===== config.mk =====
export PLATFORM = sky130hd
export DESIGN_NAME = infix_to_postfix_converter
export DESIGN_NICKNAME = d
export VERILOG_FILES = /design/src/i2p_pkg.sv /design/src/i2p_fifo.sv /design/src/i2p_front.sv /design/src/i2p_back.sv /design/src/infix_to_postfix_converter.sv
export SDC_FILE = /design/constraint.sdc
export NUM_CORES = 1
export LEC_CHECK = 0
export ABC_AREA = 0
export BUFFER_PORTS_ARGS = -buffer_cell sky130_fd_sc_hd__buf_4
export CORE_ASPECT_RATIO = 1.4
export CORE_UTILIZATION = 50
export CTS_CLUSTER_DIAMETER = 30
export DETAILED_ROUTE_END_ITERATION = 10
export HOLD_SLACK_MARGIN = 0.05
export PLACE_DENSITY_LB_ADDON = 0.15
export SYNTH_ARGS = -nofsm -noshare
export SYNTH_HDL_FRONTEND = slang
export SYNTH_SLANG_ARGS = --single-unit

===== constraint.sdc =====
create_clock -name clk -period 8.95 [get_ports clk]
set_clock_uncertainty 0.1 [all_clocks]
set_input_delay 0 -clock clk [delete_from_list [all_inputs] [get_ports clk]]
set_output_delay 0 -clock clk [all_outputs]
set_load 0.01 [all_outputs]

===== src/i2p_pkg.sv =====
// i2p_pkg: shared types and constants of the infix-to-postfix converter.
// Token and result words, classified items and stack entries.
// No dependencies.
package i2p_pkg;

	localparam int IN_QUEUE_DEPTH  = 2;
	localparam int OUT_QUEUE_DEPTH = 4;

	localparam logic [3:0] PREC_PAREN = 4'd9;

	typedef enum logic [2:0] {
		K_OPERAND  = 3'd0,
		K_OPERATOR = 3'd1,
		K_OPEN     = 3'd2,
		K_CLOSE    = 3'd3,
		K_END      = 3'd4
	} kind_t;

	typedef enum logic [1:0] {
		ST_OK        = 2'd0,
		ST_FULL      = 2'd1,
		ST_UNMATCHED = 2'd2
	} status_t;

	typedef struct packed {
		logic [2:0]  cmd;
		logic [11:0] token_id;
		logic [7:0]  token_char;
	} token_t;

	typedef struct packed {
		logic [11:0] out_token_id;
		logic [7:0]  out_token_char;
		logic        token_valid;
		logic [1:0]  status;
		logic        last_of_run;
		logic        expression_done;
	} result_t;

	typedef struct packed {
		kind_t       kind;
		logic [11:0] id;
		logic [7:0]  ch;
		logic [3:0]  prec;
	} cls_t;

	typedef struct packed {
		logic [3:0]  prec;
		logic [7:0]  ch;
		logic [11:0] id;
	} entry_t;

endpackage


===== src/i2p_fifo.sv =====
// i2p_fifo: small synchronous first-in first-out queue of any packed type.
// Used for the front-to-back queue and the result queue.
// No dependencies.
module i2p_fifo #(
	parameter type item_t = logic [7:0],
	parameter int  DEPTH  = 2
) (
	input  logic  clk,
	input  logic  arst_n,
	input  logic  wr_en,
	input  item_t wr_data,
	output logic  full,
	input  logic  rd_en,
	output item_t rd_data,
	output logic  empty
);

	localparam int AW = (DEPTH > 1) ? $clog2(DEPTH) : 1;
	localparam int CW = $clog2(DEPTH + 1);

	item_t          mem_q [DEPTH];
	logic  [AW-1:0] wr_ptr_q, rd_ptr_q;
	logic  [CW-1:0] cnt_q;
	logic           do_wr, do_rd;

	assign full    = (cnt_q == CW'(DEPTH));
	assign empty   = (cnt_q == '0);
	assign do_wr   = wr_en && !full;
	assign do_rd   = rd_en && !empty;
	assign rd_data = mem_q[rd_ptr_q];

	always_ff @(posedge clk) begin
		if (do_wr) begin
			mem_q[wr_ptr_q] <= wr_data;
		end
	end

	always_ff @(posedge clk or negedge arst_n) begin
		if (!arst_n) begin
			wr_ptr_q <= '0;
			rd_ptr_q <= '0;
			cnt_q    <= '0;
		end else begin
			if (do_wr) begin
				wr_ptr_q <= (wr_ptr_q == AW'(DEPTH - 1)) ? '0 : wr_ptr_q + AW'(1);
			end
			if (do_rd) begin
				rd_ptr_q <= (rd_ptr_q == AW'(DEPTH - 1)) ? '0 : rd_ptr_q + AW'(1);
			end
			if (do_wr && !do_rd) begin
				cnt_q <= cnt_q + CW'(1);
			end else if (do_rd && !do_wr) begin
				cnt_q <= cnt_q - CW'(1);
			end
		end
	end

endmodule


===== src/i2p_front.sv =====
// i2p_front: accepts tokens, classifies them and derives operator precedence.
// Classified items wait in a short queue for the stack engine.
// Depends on i2p_pkg and i2p_fifo.
module i2p_front (
	input  logic           clk,
	input  logic           arst_n,
	input  logic           push,
	output logic           full,
	input  i2p_pkg::token_t token,
	input  logic           q_pop,
	output i2p_pkg::cls_t  q_item,
	output logic           q_empty
);
	import i2p_pkg::*;

	localparam logic [7:0] CH_CARET = 8'h5E;
	localparam logic [7:0] CH_STAR  = 8'h2A;
	localparam logic [7:0] CH_SLASH = 8'h2F;
	localparam logic [7:0] CH_PLUS  = 8'h2B;
	localparam logic [7:0] CH_MINUS = 8'h2D;

	localparam logic [3:0] PREC_FUNC = 4'd0;
	localparam logic [3:0] PREC_POW  = 4'd1;
	localparam logic [3:0] PREC_MUL  = 4'd2;
	localparam logic [3:0] PREC_ADD  = 4'd3;

	function automatic logic [3:0] char_prec(input logic [7:0] c);
		case (c)
			CH_CARET:          char_prec = PREC_POW;
			CH_STAR, CH_SLASH: char_prec = PREC_MUL;
			CH_PLUS, CH_MINUS: char_prec = PREC_ADD;
			default:           char_prec = PREC_FUNC;
		endcase
	endfunction

	cls_t cls;
	logic cmd_ok;

	// unused command codes are taken and dropped here
	assign cmd_ok = token.cmd inside {K_OPERAND, K_OPERATOR, K_OPEN, K_CLOSE, K_END};

	always_comb begin
		cls.kind = kind_t'(token.cmd);
		cls.id   = token.token_id;
		cls.ch   = token.token_char;
		case (token.cmd)
			K_OPERATOR: cls.prec = char_prec(token.token_char);
			K_OPEN:     cls.prec = PREC_PAREN;
			default:    cls.prec = PREC_FUNC;
		endcase
	end

	i2p_fifo #(
		.item_t (cls_t),
		.DEPTH  (IN_QUEUE_DEPTH)
	) u_queue (
		.clk     (clk),
		.arst_n  (arst_n),
		.wr_en   (push && cmd_ok),
		.wr_data (cls),
		.full    (full),
		.rd_en   (q_pop),
		.rd_data (q_item),
		.empty   (q_empty)
	);

endmodule


===== src/i2p_back.sv =====
// i2p_back: shunting-yard stack engine; pops, pushes and emits result words.
// The last result of a token is held back one step so it can be tagged.
// Depends on i2p_pkg.
module i2p_back #(
	parameter int STACK_DEPTH = 32
) (
	input  logic             clk,
	input  logic             arst_n,
	input  logic             in_empty,
	input  i2p_pkg::cls_t    in_item,
	output logic             in_pop,
	input  logic             out_full,
	output logic             out_push,
	output i2p_pkg::result_t out_item
);
	import i2p_pkg::*;

	localparam int AW = $clog2(STACK_DEPTH);
	localparam int CW = $clog2(STACK_DEPTH + 1);
	localparam logic [CW-1:0] CNT_MAX = CW'(STACK_DEPTH);

	typedef enum logic [1:0] {S_IDLE, S_RD, S_EV, S_FIN} state_t;

	function automatic result_t mk_tok(input entry_t e, input logic done);
		result_t r;
		r                 = '0;
		r.out_token_id    = e.id;
		r.out_token_char  = e.ch;
		r.token_valid     = 1'b1;
		r.status          = ST_OK;
		r.expression_done = done;
		return r;
	endfunction

	function automatic result_t mk_stat(input status_t st, input logic done);
		result_t r;
		r                 = '0;
		r.status          = st;
		r.expression_done = done;
		return r;
	endfunction

	state_t         state_q, state_d;
	logic  [CW-1:0] cnt_q, cnt_d;
	cls_t           cur_q, cur_d;
	result_t        hold_q, hold_d;
	logic           hold_v_q, hold_v_d;

	entry_t         mem_q [STACK_DEPTH];
	entry_t         top_q;
	logic  [AW-1:0] rd_addr;
	logic           m_we;
	entry_t         m_wd;

	logic           emit_en, fin;
	result_t        emit_r;
	logic           room;

	assign rd_addr = AW'(cnt_q - CW'(1));
	assign room    = (cnt_q < CNT_MAX);

	always_ff @(posedge clk) begin
		if (m_we) begin
			mem_q[cnt_q[AW-1:0]] <= m_wd;
		end
		top_q <= mem_q[rd_addr];
	end

	always_comb begin
		state_d  = state_q;
		cnt_d    = cnt_q;
		cur_d    = cur_q;
		hold_d   = hold_q;
		hold_v_d = hold_v_q;
		in_pop   = 1'b0;
		out_push = 1'b0;
		out_item = hold_q;
		m_we     = 1'b0;
		m_wd     = '{prec: cur_q.prec, ch: cur_q.ch, id: cur_q.id};
		emit_en  = 1'b0;
		emit_r   = '0;
		fin      = 1'b0;

		if (!out_full) begin
			case (state_q)
				S_IDLE: begin
					if (!in_empty) begin
						in_pop = 1'b1;
						cur_d  = in_item;
						case (in_item.kind)
							K_OPERAND: begin
								out_push = 1'b1;
								out_item = mk_tok('{prec: in_item.prec, ch: in_item.ch,
									id: in_item.id}, 1'b0);
								out_item.last_of_run = 1'b1;
							end
							K_OPEN: begin
								if (room) begin
									m_we  = 1'b1;
									m_wd  = '{prec: in_item.prec, ch: in_item.ch,
										id: in_item.id};
									cnt_d = cnt_q + CW'(1);
								end else begin
									out_push = 1'b1;
									out_item = mk_stat(ST_FULL, 1'b0);
									out_item.last_of_run = 1'b1;
								end
							end
							K_OPERATOR, K_CLOSE, K_END: state_d = S_RD;
							default: ;
						endcase
					end
				end
				S_RD: begin
					if (cnt_q != '0) begin
						state_d = S_EV;
					end else begin
						state_d = S_FIN;
						case (cur_q.kind)
							K_OPERATOR: begin
								m_we  = 1'b1;
								cnt_d = cnt_q + CW'(1);
							end
							K_CLOSE: begin
								emit_en = 1'b1;
								emit_r  = mk_stat(ST_UNMATCHED, 1'b0);
							end
							K_END: begin
								// nothing stacked: still mark the end of expression
								if (!hold_v_q) begin
									emit_en = 1'b1;
									emit_r  = mk_stat(ST_OK, 1'b1);
								end
							end
							default: ;
						endcase
					end
				end
				S_EV: begin
					case (cur_q.kind)
						K_OPERATOR: begin
							if (cur_q.prec >= top_q.prec) begin
								emit_en = 1'b1;
								emit_r  = mk_tok(top_q, 1'b0);
								cnt_d   = cnt_q - CW'(1);
								state_d = S_RD;
							end else begin
								state_d = S_FIN;
								if (room) begin
									m_we  = 1'b1;
									cnt_d = cnt_q + CW'(1);
								end else begin
									emit_en = 1'b1;
									emit_r  = mk_stat(ST_FULL, 1'b0);
								end
							end
						end
						K_CLOSE: begin
							cnt_d = cnt_q - CW'(1);
							if (top_q.prec == PREC_PAREN) begin
								state_d = S_FIN;
							end else begin
								emit_en = 1'b1;
								emit_r  = mk_tok(top_q, 1'b0);
								state_d = S_RD;
							end
						end
						default: begin
							cnt_d   = cnt_q - CW'(1);
							emit_en = 1'b1;
							emit_r  = mk_tok(top_q, 1'b1);
							state_d = S_RD;
						end
					endcase
				end
				S_FIN: begin
					fin     = 1'b1;
					state_d = S_IDLE;
				end
				default: state_d = S_IDLE;
			endcase
		end

		// one-behind release of results
		if (emit_en) begin
			if (hold_v_q) begin
				out_push = 1'b1;
				out_item = hold_q;
			end
			hold_d   = emit_r;
			hold_v_d = 1'b1;
		end
		if (fin && hold_v_q) begin
			out_push             = 1'b1;
			out_item             = hold_q;
			out_item.last_of_run = 1'b1;
			hold_v_d             = 1'b0;
		end
	end

	always_ff @(posedge clk or negedge arst_n) begin
		if (!arst_n) begin
			state_q  <= S_IDLE;
			cnt_q    <= '0;
			hold_v_q <= 1'b0;
		end else begin
			state_q  <= state_d;
			cnt_q    <= cnt_d;
			hold_v_q <= hold_v_d;
		end
	end

	always_ff @(posedge clk) begin
		cur_q  <= cur_d;
		hold_q <= hold_d;
	end

endmodule


===== src/infix_to_postfix_converter.sv =====
// infix_to_postfix_converter: top level of the token-level shunting-yard converter.
// Joins the front classifier, the stack engine and the result queue.
// Depends on i2p_pkg, i2p_fifo, i2p_front and i2p_back.
//
// Usage notes
// - Input side is a queue: a token word is taken on a clock edge with push high
//   and full low. Unused command codes are taken and dropped.
// - Output side is a queue: the oldest result word sits on result while empty is
//   low and leaves on an edge with pop high.
// - Operands: the engine writes the result word straight into the result queue.
// - Operators, close parens and end tokens: the engine takes the word, then for
//   each stack entry examined reads the top entry from the stack memory and then
//   decides; it reads once more when the stack runs empty, and then releases the
//   tagged last result. Open parens are handled as the word is taken.
// - The final result of each token is held one step inside the engine so that
//   last_of_run can be set on it.
// - A full result queue stalls the engine; the input queue keeps taking tokens
//   until it fills.
// - Reset clears the stack count and both queues; the stack memory itself is not
//   cleared and needs no clearing pass.
module infix_to_postfix_converter #(
	parameter int STACK_DEPTH = 32
) (
	input  logic             clk,
	input  logic             arst_n,
	input  logic             push,
	output logic             full,
	input  i2p_pkg::token_t  token,
	input  logic             pop,
	output logic             empty,
	output i2p_pkg::result_t result
);
	import i2p_pkg::*;

	cls_t    q_item;
	logic    q_empty, q_pop;
	result_t r_item;
	logic    r_push, r_full;

	// front: classify and queue
	i2p_front u_front (
		.clk     (clk),
		.arst_n  (arst_n),
		.push    (push),
		.full    (full),
		.token   (token),
		.q_pop   (q_pop),
		.q_item  (q_item),
		.q_empty (q_empty)
	);

	// back: operator stack engine
	i2p_back #(
		.STACK_DEPTH (STACK_DEPTH)
	) u_back (
		.clk      (clk),
		.arst_n   (arst_n),
		.in_empty (q_empty),
		.in_item  (q_item),
		.in_pop   (q_pop),
		.out_full (r_full),
		.out_push (r_push),
		.out_item (r_item)
	);

	// result queue decouples the engine from the receiver
	i2p_fifo #(
		.item_t (result_t),
		.DEPTH  (OUT_QUEUE_DEPTH)
	) u_result_q (
		.clk     (clk),
		.arst_n  (arst_n),
		.wr_en   (r_push),
		.wr_data (r_item),
		.full    (r_full),
		.rd_en   (pop),
		.rd_data (result),
		.empty   (empty)
	);

	a_no_push_when_full: assert property (@(posedge clk) disable iff (!arst_n)
		r_push |-> !r_full)
		else $error("engine wrote a result word into a full queue");

	a_no_pop_when_empty: assert property (@(posedge clk) disable iff (!arst_n)
		q_pop |-> !q_empty)
		else $error("engine took a token from an empty queue");

	a_status_word_zero: assert property (@(posedge clk) disable iff (!arst_n)
		(!empty && !result.token_valid) |->
			(result.out_token_id == '0 && result.out_token_char == '0))
		else $error("status-only word carries token data");

endmodule


==> results of run 1 <==
## worst register-to-register path: cells and delay by family (launching register included)
family                   cells  cell delay (ns)
AND/OR/NAND/NOR              1             0.17
flip-flops                   1             0.84
XOR/XNOR                     1             0.17
buffers and inverters        3             1.86
adder cells (fa/ha/maj)      1             0.42
AO/OA/AOI/OAI                2             0.54
## cell families after synthesis
family / share of synthesized area (%)
compound gates: 3.36
xor+xnor: 0.364
fa+ha+maj: 0.735
buf+inv: 1.54
flops: 75.7
mux: 14.9
simple gates: 3.34
## cell usage after synthesis (3+ instances only)
cell / count / area share, %
sky130_fd_sc_hd__a32o_1: 24 / 0.62
sky130_fd_sc_hd__nand3_1: 6 / 0.078
sky130_fd_sc_hd__xor2_1: 6 / 0.14
sky130_fd_sc_hd__a211oi_1: 3 / 0.059
sky130_fd_sc_hd__and3_1: 3 / 0.049
sky130_fd_sc_hd__ha_1: 21 / 0.68
sky130_fd_sc_hd__nor4b_1: 21 / 0.48
sky130_fd_sc_hd__nand2b_1: 6 / 0.098
sky130_fd_sc_hd__o211ai_1: 4 / 0.078
sky130_fd_sc_hd__buf_1: 25 / 0.24
sky130_fd_sc_hd__o21ai_1: 4 / 0.052
sky130_fd_sc_hd__nor3_1: 20 / 0.26
sky130_fd_sc_hd__dfrtp_1: 20 / 1.3
sky130_fd_sc_hd__a221oi_1: 25 / 0.57
sky130_fd_sc_hd__nor2_1: 41 / 0.40
sky130_fd_sc_hd__a21oi_1: 27 / 0.35
sky130_fd_sc_hd__mux2_2: 7 / 0.20
sky130_fd_sc_hd__buf_2: 22 / 0.29
sky130_fd_sc_hd__o2bb2ai_2: 19 / 0.74
sky130_fd_sc_hd__xnor2_1: 10 / 0.23
sky130_fd_sc_hd__buf_6: 4 / 0.12
sky130_fd_sc_hd__inv_1: 37 / 0.36
sky130_fd_sc_hd__mux2i_1: 93 / 2.4
sky130_fd_sc_hd__o21a_1: 6 / 0.12
sky130_fd_sc_hd__nor3b_1: 4 / 0.078
sky130_fd_sc_hd__nand2_1: 79 / 0.77
sky130_fd_sc_hd__mux2_1: 3 / 0.088
sky130_fd_sc_hd__dfxtp_1: 23 / 1.2
sky130_fd_sc_hd__mux4_2: 209 / 12
sky130_fd_sc_hd__edfxtp_1: 938 / 73
sky130_fd_sc_hd__nor2b_1: 11 / 0.18
sky130_fd_sc_hd__clkbuf_1: 50 / 0.49
sky130_fd_sc_hd__o21ai_0: 11 / 0.14
sky130_fd_sc_hd__and2_1: 26 / 0.42
sky130_fd_sc_hd__nor4_1: 3 / 0.049
## stage by stage
stage	instance area, um^2	setup slack [ns]	power [mW]
2_1_floorplan	38500	3.56	9.58
3_3_place_gp	40600	4.82	11.2
3_5_place_dp	40600	4.71	11.3
4_1_cts	45800	4.69	16.8
5_1_grt	45900	4.47	17.4
6_report	45900	4.75	16.7
## what timing repair did
action | 4_1_cts | 5_1_grt
gates resized for setup | 0 | 0
hold buffers | 51 | 0
endpoints found under the setup margin | 0 | 0
hold endpoints to repair | 106 | 0
## per-layer routing
layer / part of all wire (%) / vias to the layer above / global-route usage (%) / routed length (um)
met5: 0 / - / 0 / 0
met4: 1.9 / 0 / 7.03 / 1670
met3: 5.4 / 124 / 3.78 / 4680
met2: 52 / 579 / 39.4 / 45000
met1: 40 / 9985 / 28.9 / 34700
li1: - / 8143 / - / -
## worst paths after layout
path                                             to  cells after the start  slack (ns)
max                                 u_back.top_q[5]                      8        4.75
min reg2reg                     u_result_q.cnt_q[2]                      1        0.40
max reg2reg                         u_back.top_q[5]                      8        4.75
min                        u_front.u_queue.wr_ptr_q                      4        0.13
max in group asynchronous           u_back.cnt_q[0]                      3        7.60
min in group asynchronous  u_front.u_queue.cnt_q[0]                      3        0.44
## flip-flops by register name, indices dropped and copies added, names as in the netlist
register and cells:
u_result_q.mem_q 100, u_back.hold_v_q 1, u_back.hold_q 24, u_back.cur_q 26, u_front.u_queue.wr_ptr_q 1, u_result_q.rd_ptr_q 2
u_result_q.wr_ptr_q 2, u_front.u_queue.rd_ptr_q 1, u_back.state_q 2, u_back.top_q 23, u_back.cnt_q 6, u_result_q.cnt_q 3
u_front.u_queue.mem_q 52, u_back.mem_q 736, u_front.u_queue.cnt_q 2
## power by group through the flow
stage / Combinational [mW] / Sequential [mW] / Clock [mW]
floorplan: 3.46 / 6.12 / 0
global route: 5.38 / 6.20 / 5.79
finish: 5.02 / 6.16 / 5.52
CTS: 5.05 / 6.17 / 5.61
global placement: 4.94 / 6.25 / 0
detailed placement: 5.02 / 6.26 / 0
## cell type report
| cell class | count | area (um^2) | area share, % |
|---|---|---|---|
| repair buffers | 166 | 1400 | 3.05 |
| clock inverters | 102 | 1120 | 2.44 |
| clock buffers | 154 | 3650 | 7.96 |
| well taps | 976 | 1220 | 2.66 |
| flip-flops and latches | 981 | 29100 | 63.5 |
| inverters | 40 | 150 | 0.327 |
| multi-input cells | 740 | 9220 | 20.1 |
==> flow_summary.html, run 1 <==
<table>
<tr><th>Metric</th><th>Value</th></tr>
<tr><th colspan="2">Run status</th></tr>
<tr><td>Status</td><td>finished clean</td></tr>
<tr><th colspan="2">Placed design</th></tr>
<tr><td>Final weighted congestion in routability-driven placement</td><td>0.782</td></tr>
<tr><td>Number of buffers inserted by port buffering</td><td>53</td></tr>
<tr><td>DPL Wire Length</td><td>47900 um</td></tr>
<tr><td>Post-Place Cells</td><td>2852</td></tr>
<tr><th colspan="2">Worst setup path</th></tr>
<tr><td>Critical path buffer and inverter count</td><td>3</td></tr>
<tr><td>Kind of critical path</td><td>register to register</td></tr>
<tr><td>Worst-path cell with the longest stage delay</td><td>sky130_fd_sc_hd__dfrtp_4</td></tr>
<tr><td>Most numerous cell on the critical path</td><td>sky130_fd_sc_hd__buf_4</td></tr>
<tr><td>Worst reg2reg startpoint</td><td>u_back.cnt_q[0]</td></tr>
<tr><td>Setup crit start kind</td><td>register</td></tr>
<tr><td>Critical path data required time</td><td>9.46 ns</td></tr>
<tr><td>Element type at the critical path end</td><td>register</td></tr>
<tr><td>Maximum net fanout on the critical path</td><td>52</td></tr>
<tr><td>Launching element of the worst setup path</td><td>u_back.cnt_q[0]</td></tr>
<tr><td>Slowest stage delay, CP</td><td>0.84 ns</td></tr>
<tr><td>Top cell family by delay on the critical path</td><td>buffers and inverters</td></tr>
<tr><td>Arrival time of the worst setup path</td><td>4.71 ns</td></tr>
<tr><td>Series of cell instances along the critical path</td><td>inv_1 -&gt; ha_1 -&gt; xor2_4 -&gt; buf_4 -&gt; buf_4 -&gt; nand2_1 -&gt; a32o_1 -&gt; a221oi_1</td></tr>
<tr><th colspan="2">Global routing</th></tr>
<tr><td>Total congestion overflow</td><td>0</td></tr>
<tr><td>Wire length of the first global-routing pass</td><td>127000 um</td></tr>
<tr><td>Via count of the first global-routing pass</td><td>19800</td></tr>
<tr><td>Number of antenna violations at the first check in global routing</td><td>0</td></tr>
<tr><td>Maximum number of pins on one net before global-route repair</td><td>158</td></tr>
<tr><td>Total global-route track usage</td><td>22.5%</td></tr>
<tr><th colspan="2">Floorplan</th></tr>
<tr><td>Core region area</td><td>76300 um^2</td></tr>
<tr><td>Height of the die</td><td>330 um</td></tr>
<tr><td>Rows</td><td>120</td></tr>
<tr><td>Effective utilization at floorplan</td><td>50.4%</td></tr>
<tr><td>Count of boundary I/O pins</td><td>54</td></tr>
<tr><td>Full die area</td><td>78100 um^2</td></tr>
<tr><td>Die W</td><td>236 um</td></tr>
<tr><th colspan="2">Yosys</th></tr>
<tr><td>Number of distinct standard cells referenced by the synthesized netlist</td><td>73</td></tr>
<tr><td>Cell area after synthesis</td><td>38500 um^2</td></tr>
<tr><td>Fraction of registers with async set/reset</td><td>2.04%</td></tr>
<tr><td>Net count of the mapped netlist</td><td>1912</td></tr>
<tr><td>#FFs+latches synth</td><td>981</td></tr>
<tr><td>Sequential cell area fraction in the yosys report</td><td>75.7%</td></tr>
<tr><td>Synthesized area per cell</td><td>20.7 um^2</td></tr>
<tr><td>Most common flop cell mapped by yosys</td><td>sky130_fd_sc_hd__edfxtp_1</td></tr>
<tr><td>Number of synthesized flops with an enable pin</td><td>938</td></tr>
<tr><td>Yosys warnings</td><td>0</td></tr>
<tr><td>Gate Count Post-Synth</td><td>1863</td></tr>
<tr><th colspan="2">CTS</th></tr>
<tr><td>Worst-case clock buffer depth</td><td>3</td></tr>
<tr><td>Clk_lat worst skew</td><td>0.72 ns</td></tr>
<tr><td>Buffer count from post-CTS setup fixing</td><td>0</td></tr>
<tr><td>Root cell of the clock tree</td><td>sky130_fd_sc_hd__clkbuf_16</td></tr>
<tr><td>Sinks on Clock Net</td><td>981</td></tr>
<tr><td>Clock H-tree levels</td><td>4</td></tr>
<tr><td>Inserted Clock Buffers</td><td>139</td></tr>
<tr><td>TritonCTS clock tree</td><td>built</td></tr>
<tr><td>Clock input transition at the sequential cells of the worst setup and hold paths</td><td>0.06 ns</td></tr>
<tr><th colspan="2">Pwr</th></tr>
<tr><td>Register share of total power</td><td>36.9%</td></tr>
<tr><td>Pwr Density</td><td>364 nW/um^2</td></tr>
<tr><td>Clock network fraction of design power</td><td>33.0%</td></tr>
<tr><td>Maximum vdd ir drop</td><td>0.380 mV</td></tr>
<tr><td>Fraction of power consumed by combinational cells</td><td>30.1%</td></tr>
<tr><td>Net Sw Power</td><td>5.24 mW</td></tr>
<tr><td>Internal power consumption</td><td>11.5 mW</td></tr>
<tr><td>Net switching fraction of the power</td><td>31.4%</td></tr>
<tr><td>Leakage power figure</td><td>15.1 nW</td></tr>
<tr><th colspan="2">Timing</th></tr>
<tr><td>Worst slew margin relative to its limit</td><td>8.79%</td></tr>
<tr><td>Final number of max-transition violations</td><td>0</td></tr>
<tr><td>Final setup violation count</td><td>0</td></tr>
<tr><td>Maximum clock rate</td><td>238 MHz</td></tr>
<tr><td>WHS</td><td>0.127 ns</td></tr>
<tr><td>Final-layout setup total negative slack</td><td>0 ns</td></tr>
<tr><td>Final clock period utilization by the worst path</td><td>46.9%</td></tr>
<tr><td>Final hold viol count</td><td>0</td></tr>
<tr><td>RSZ-0062 raised after global routing</td><td>false</td></tr>
<tr><td>Post-layout min period</td><td>4.20 ns</td></tr>
<tr><td>Least-Margin Pin Slew</td><td>1.37 ns</td></tr>
<tr><th colspan="2">Layout</th></tr>
<tr><td>Fraction of final layout cells with drive strength greater than 1</td><td>30.3%</td></tr>
<tr><td>Utilization after layout</td><td>60.2%</td></tr>
<tr><td>Most common cell after layout, fill and taps aside</td><td>sky130_fd_sc_hd__edfxtp_1</td></tr>
<tr><td>Number of cells in the finished layout apart from fillers</td><td>3159</td></tr>
<tr><td>Layout area overhead</td><td>19.3%</td></tr>
<tr><td>Leading cell types in the layout, fill and taps excluded</td><td>sky130_fd_sc_hd__edfxtp_1, sky130_fd_sc_hd__mux4_2, sky130_fd_sc_hd__clkbuf_16</td></tr>
<tr><td>Ant diodes</td><td>0</td></tr>
<tr><td>Post-layout net count</td><td>2117</td></tr>
<tr><td>Filler cell count in the final layout</td><td>5363</td></tr>
<tr><th colspan="2">Worst hold path</th></tr>
<tr><td>Startpoint of the worst hold path</td><td>push</td></tr>
<tr><td>Min-delay worst type</td><td>input port to register</td></tr>
<tr><th colspan="2">Run</th></tr>
<tr><td>Maximum Capacitance Violations</td><td>0</td></tr>
<tr><th colspan="2">Route</th></tr>
<tr><td>DRC violations left</td><td>0</td></tr>
<tr><td>Detailed Routing Iterations Pass 1</td><td>5</td></tr>
<tr><td>Post-detailed-route wirelength per cell</td><td>27.3 um</td></tr>
<tr><td>First DRT Iteration DRCs</td><td>1401</td></tr>
<tr><td>Average via count per standard cell</td><td>5.96</td></tr>
<tr><td>Post-route ant nets</td><td>0</td></tr>
<tr><td>Sum of routed wire length over all layers</td><td>86100 um</td></tr>
<tr><td>Via count of the routed design</td><td>18800</td></tr>
</table>
Power figures use the tool's default switching activity.
==> run 2, diff against run 1 <==
==> constraint.sdc (replaced) <==
create_clock -name clk -period 4.3 [get_ports clk]
set_clock_uncertainty 0.1 [all_clocks]
set_input_delay 0 -clock clk [delete_from_list [all_inputs] [get_ports clk]]
set_output_delay 0 -clock clk [all_outputs]
set_load 0.01 [all_outputs]
==> run 2 against run 1 <==
First-iteration DRC count is 1.6% lower; wire length is 1.4% higher; sequential share of layout area is 0.72 points lower; die area stayed put; global-route usage is 0.45 points higher; hold slack better by 0.041 ns; critical path type unchanged.
==> flow_summary.html, run 2 (synthesis results as in run 1) <==
<table>
<tr><th>Metric</th><th>Value</th></tr>
<tr><th colspan="2">Worst setup path</th></tr>
<tr><td>Arrival time of the worst setup path</td><td>3.65 ns</td></tr>
<tr><td>Element type at the critical path end</td><td>register</td></tr>
<tr><td>Top cell family by delay on the critical path</td><td>buffers and inverters</td></tr>
<tr><td>Slowest stage delay, CP</td><td>0.55 ns</td></tr>
<tr><td>Most numerous cell on the critical path</td><td>sky130_fd_sc_hd__buf_4</td></tr>
<tr><td>Setup crit start kind</td><td>register</td></tr>
<tr><td>Worst-path cell with the longest stage delay</td><td>sky130_fd_sc_hd__buf_4</td></tr>
<tr><td>Kind of critical path</td><td>register to register</td></tr>
<tr><td>Series of cell instances along the critical path</td><td>inv_1 -&gt; ha_4 -&gt; nand4bb_1 -&gt; or2_1 -&gt; o31ai_1 -&gt; a21oi_4 -&gt; buf_4 -&gt; nor4b_2 -&gt; buf_4</td></tr>
<tr><td>Critical path data required time</td><td>4.53 ns</td></tr>
<tr><td>Maximum net fanout on the critical path</td><td>23</td></tr>
<tr><td>Critical path buffer and inverter count</td><td>3</td></tr>
<tr><th colspan="2">Placed design</th></tr>
<tr><td>Final weighted congestion in routability-driven placement</td><td>0.801</td></tr>
<tr><td>Number of buffers inserted by port buffering</td><td>53</td></tr>
<tr><td>DPL Wire Length</td><td>50300 um</td></tr>
<tr><th colspan="2">Route</th></tr>
<tr><td>Via count of the routed design</td><td>18900</td></tr>
<tr><td>First DRT Iteration DRCs</td><td>1379</td></tr>
<tr><td>DRC violations left</td><td>0</td></tr>
<tr><td>Average via count per standard cell</td><td>5.91</td></tr>
<tr><td>Post-detailed-route wirelength per cell</td><td>27.3 um</td></tr>
<tr><td>Sum of routed wire length over all layers</td><td>87300 um</td></tr>
<tr><td>Detailed Routing Iterations Pass 1</td><td>7</td></tr>
<tr><td>Post-route ant nets</td><td>0</td></tr>
<tr><th colspan="2">Pwr</th></tr>
<tr><td>Leakage power figure</td><td>15.3 nW</td></tr>
<tr><td>Pwr Density</td><td>762 nW/um^2</td></tr>
<tr><td>Maximum vdd ir drop</td><td>0.576 mV</td></tr>
<tr><th colspan="2">CTS</th></tr>
<tr><td>Inserted Clock Buffers</td><td>140</td></tr>
<tr><td>TritonCTS clock tree</td><td>built</td></tr>
<tr><td>Sinks on Clock Net</td><td>981</td></tr>
<tr><td>Clk_lat worst skew</td><td>0.72 ns</td></tr>
<tr><td>Worst-case clock buffer depth</td><td>3</td></tr>
<tr><td>Root cell of the clock tree</td><td>sky130_fd_sc_hd__clkbuf_16</td></tr>
<tr><td>Clock H-tree levels</td><td>4</td></tr>
<tr><td>Clock input transition at the sequential cells of the worst setup and hold paths</td><td>0.06 ns</td></tr>
<tr><td>Cts repair resizes</td><td>0</td></tr>
<tr><td>Buffer count from post-CTS setup fixing</td><td>0</td></tr>
<tr><td>Number of hold buffers added after cts</td><td>51</td></tr>
<tr><th colspan="2">Global routing</th></tr>
<tr><td>Wire length of the first global-routing pass</td><td>129000 um</td></tr>
<tr><td>Maximum number of pins on one net before global-route repair</td><td>112</td></tr>
<tr><td>Via count of the first global-routing pass</td><td>20100</td></tr>
<tr><td>Total global-route track usage</td><td>23.0%</td></tr>
<tr><td>Number of antenna violations at the first check in global routing</td><td>0</td></tr>
<tr><td>Total congestion overflow</td><td>0</td></tr>
<tr><th colspan="2">Floorplan</th></tr>
<tr><td>Full die area</td><td>78100 um^2</td></tr>
<tr><td>Rows</td><td>120</td></tr>
<tr><td>Die W</td><td>236 um</td></tr>
<tr><td>Core region area</td><td>76300 um^2</td></tr>
<tr><td>Count of boundary I/O pins</td><td>54</td></tr>
<tr><td>Effective utilization at floorplan</td><td>50.4%</td></tr>
<tr><td>Height of the die</td><td>330 um</td></tr>
<tr><th colspan="2">Timing</th></tr>
<tr><td>Least-Margin Pin Slew</td><td>1.11 ns</td></tr>
<tr><td>Worst slew margin relative to its limit</td><td>25.8%</td></tr>
<tr><td>Final setup violation count</td><td>0</td></tr>
<tr><td>Final number of max-transition violations</td><td>0</td></tr>
<tr><td>Post-layout min period</td><td>3.42 ns</td></tr>
<tr><td>Final-layout setup total negative slack</td><td>0 ns</td></tr>
<tr><td>RSZ-0062 raised after global routing</td><td>false</td></tr>
<tr><td>Maximum clock rate</td><td>292 MHz</td></tr>
<tr><td>Final hold viol count</td><td>0</td></tr>
<tr><td>Final clock period utilization by the worst path</td><td>79.6%</td></tr>
<tr><td>WHS</td><td>0.168 ns</td></tr>
<tr><th colspan="2">Layout</th></tr>
<tr><td>Largest register by flop count</td><td>u_back.mem_q</td></tr>
<tr><td>Ant diodes</td><td>0</td></tr>
<tr><td>Most common cell after layout, fill and taps aside</td><td>sky130_fd_sc_hd__edfxtp_1</td></tr>
<tr><td>Biggest registers after layout</td><td>u_back.mem_q: 736 flops, u_result_q.mem_q: 100 flops, u_front.u_queue.mem_q: 52 flops</td></tr>
<tr><td>Leading cell types in the layout, fill and taps excluded</td><td>sky130_fd_sc_hd__edfxtp_1, sky130_fd_sc_hd__mux4_2, sky130_fd_sc_hd__clkbuf_16</td></tr>
<tr><td>Layout area overhead</td><td>20.7%</td></tr>
<tr><td>Utilization after layout</td><td>60.9%</td></tr>
<tr><td>Fraction of final layout cells with drive strength greater than 1</td><td>31.3%</td></tr>
<tr><td>Max FFs per register</td><td>736</td></tr>
<tr><td>Post-layout net count</td><td>2147</td></tr>
<tr><th colspan="2">Run</th></tr>
<tr><td>Maximum Capacitance Violations</td><td>0</td></tr>
<tr><th colspan="2">Run status</th></tr>
<tr><td>Status</td><td>finished clean</td></tr>
<tr><th colspan="2">Worst hold path</th></tr>
<tr><td>Min-delay worst type</td><td>input port to register</td></tr>
</table>
==> run 2: worst paths after layout <==
kind	start	to	slack (ns)	cells after the start
worst max-delay path	u_back.cnt_q[1]	u_back.mem_q[7][4]	0.88	9
min in group asynchronous	arst_n	u_front.u_queue.cnt_q[1]	0.47	3
worst min-delay path	push	u_front.u_queue.wr_ptr_q	0.17	4
max in group asynchronous	arst_n	u_back.cnt_q[0]	2.88	3
worst max register to register	u_back.cnt_q[1]	u_back.mem_q[7][4]	0.88	9
worst min register to register	u_result_q.cnt_q[2]	u_result_q.cnt_q[2]	0.42	1
==> run 2: layout make-up <==
class | count | area [um^2]
Fill cell | 5375 | 29900
Tap cell | 976 | 1220
Clock buffer | 166 | 3820
Multi-Input combinational cell | 740 | 9230
Clock inverter | 95 | 1130
Sequential cell | 981 | 29100
Inverter | 40 | 150
Timing Repair Buffer | 195 | 1730
==> run 2: power breakdown <==
part / switching, mW / internal, mW / leakage (nW)
clock network: 4.23 / 7.62 / 2.37
logic: 6.29 / 4.44 / 4.04
registers: 0.440 / 12.3 / 8.92
total: 11.0 / 24.4 / 15.3
==> run 2: worst min-delay path, cell delays in order <==
cell and delay [ns]:
sky130_fd_sc_hd__dlygate4sd3_1 0.54, sky130_fd_sc_hd__buf_4 0.14, sky130_fd_sc_hd__nand3b_1 0.16, sky130_fd_sc_hd__xnor2_1 0.10
==> run 2: metrics by stage <==
stage	cells	setup slack [ns]	area (um^2)	total power [mW]
CTS	3193	0.870	46400	35.6
global route	3193	0.678	46400	36.8
floorplan	1863	-1.09	38500	19.9
detailed placement	2881	0.871	40900	23.7
finish	3193	0.878	46400	35.4
global placement	2881	0.930	40900	23.5
==> run 2: metal layers <==
layer	up-vias	share of wire [%]	GRT usage [%]
met3	135	5.1	3.98
met4	0	2.8	8.61
li1	8200	-	-
met5	-	0	0
met1	9959	39	28.2
met2	589	53	40.7
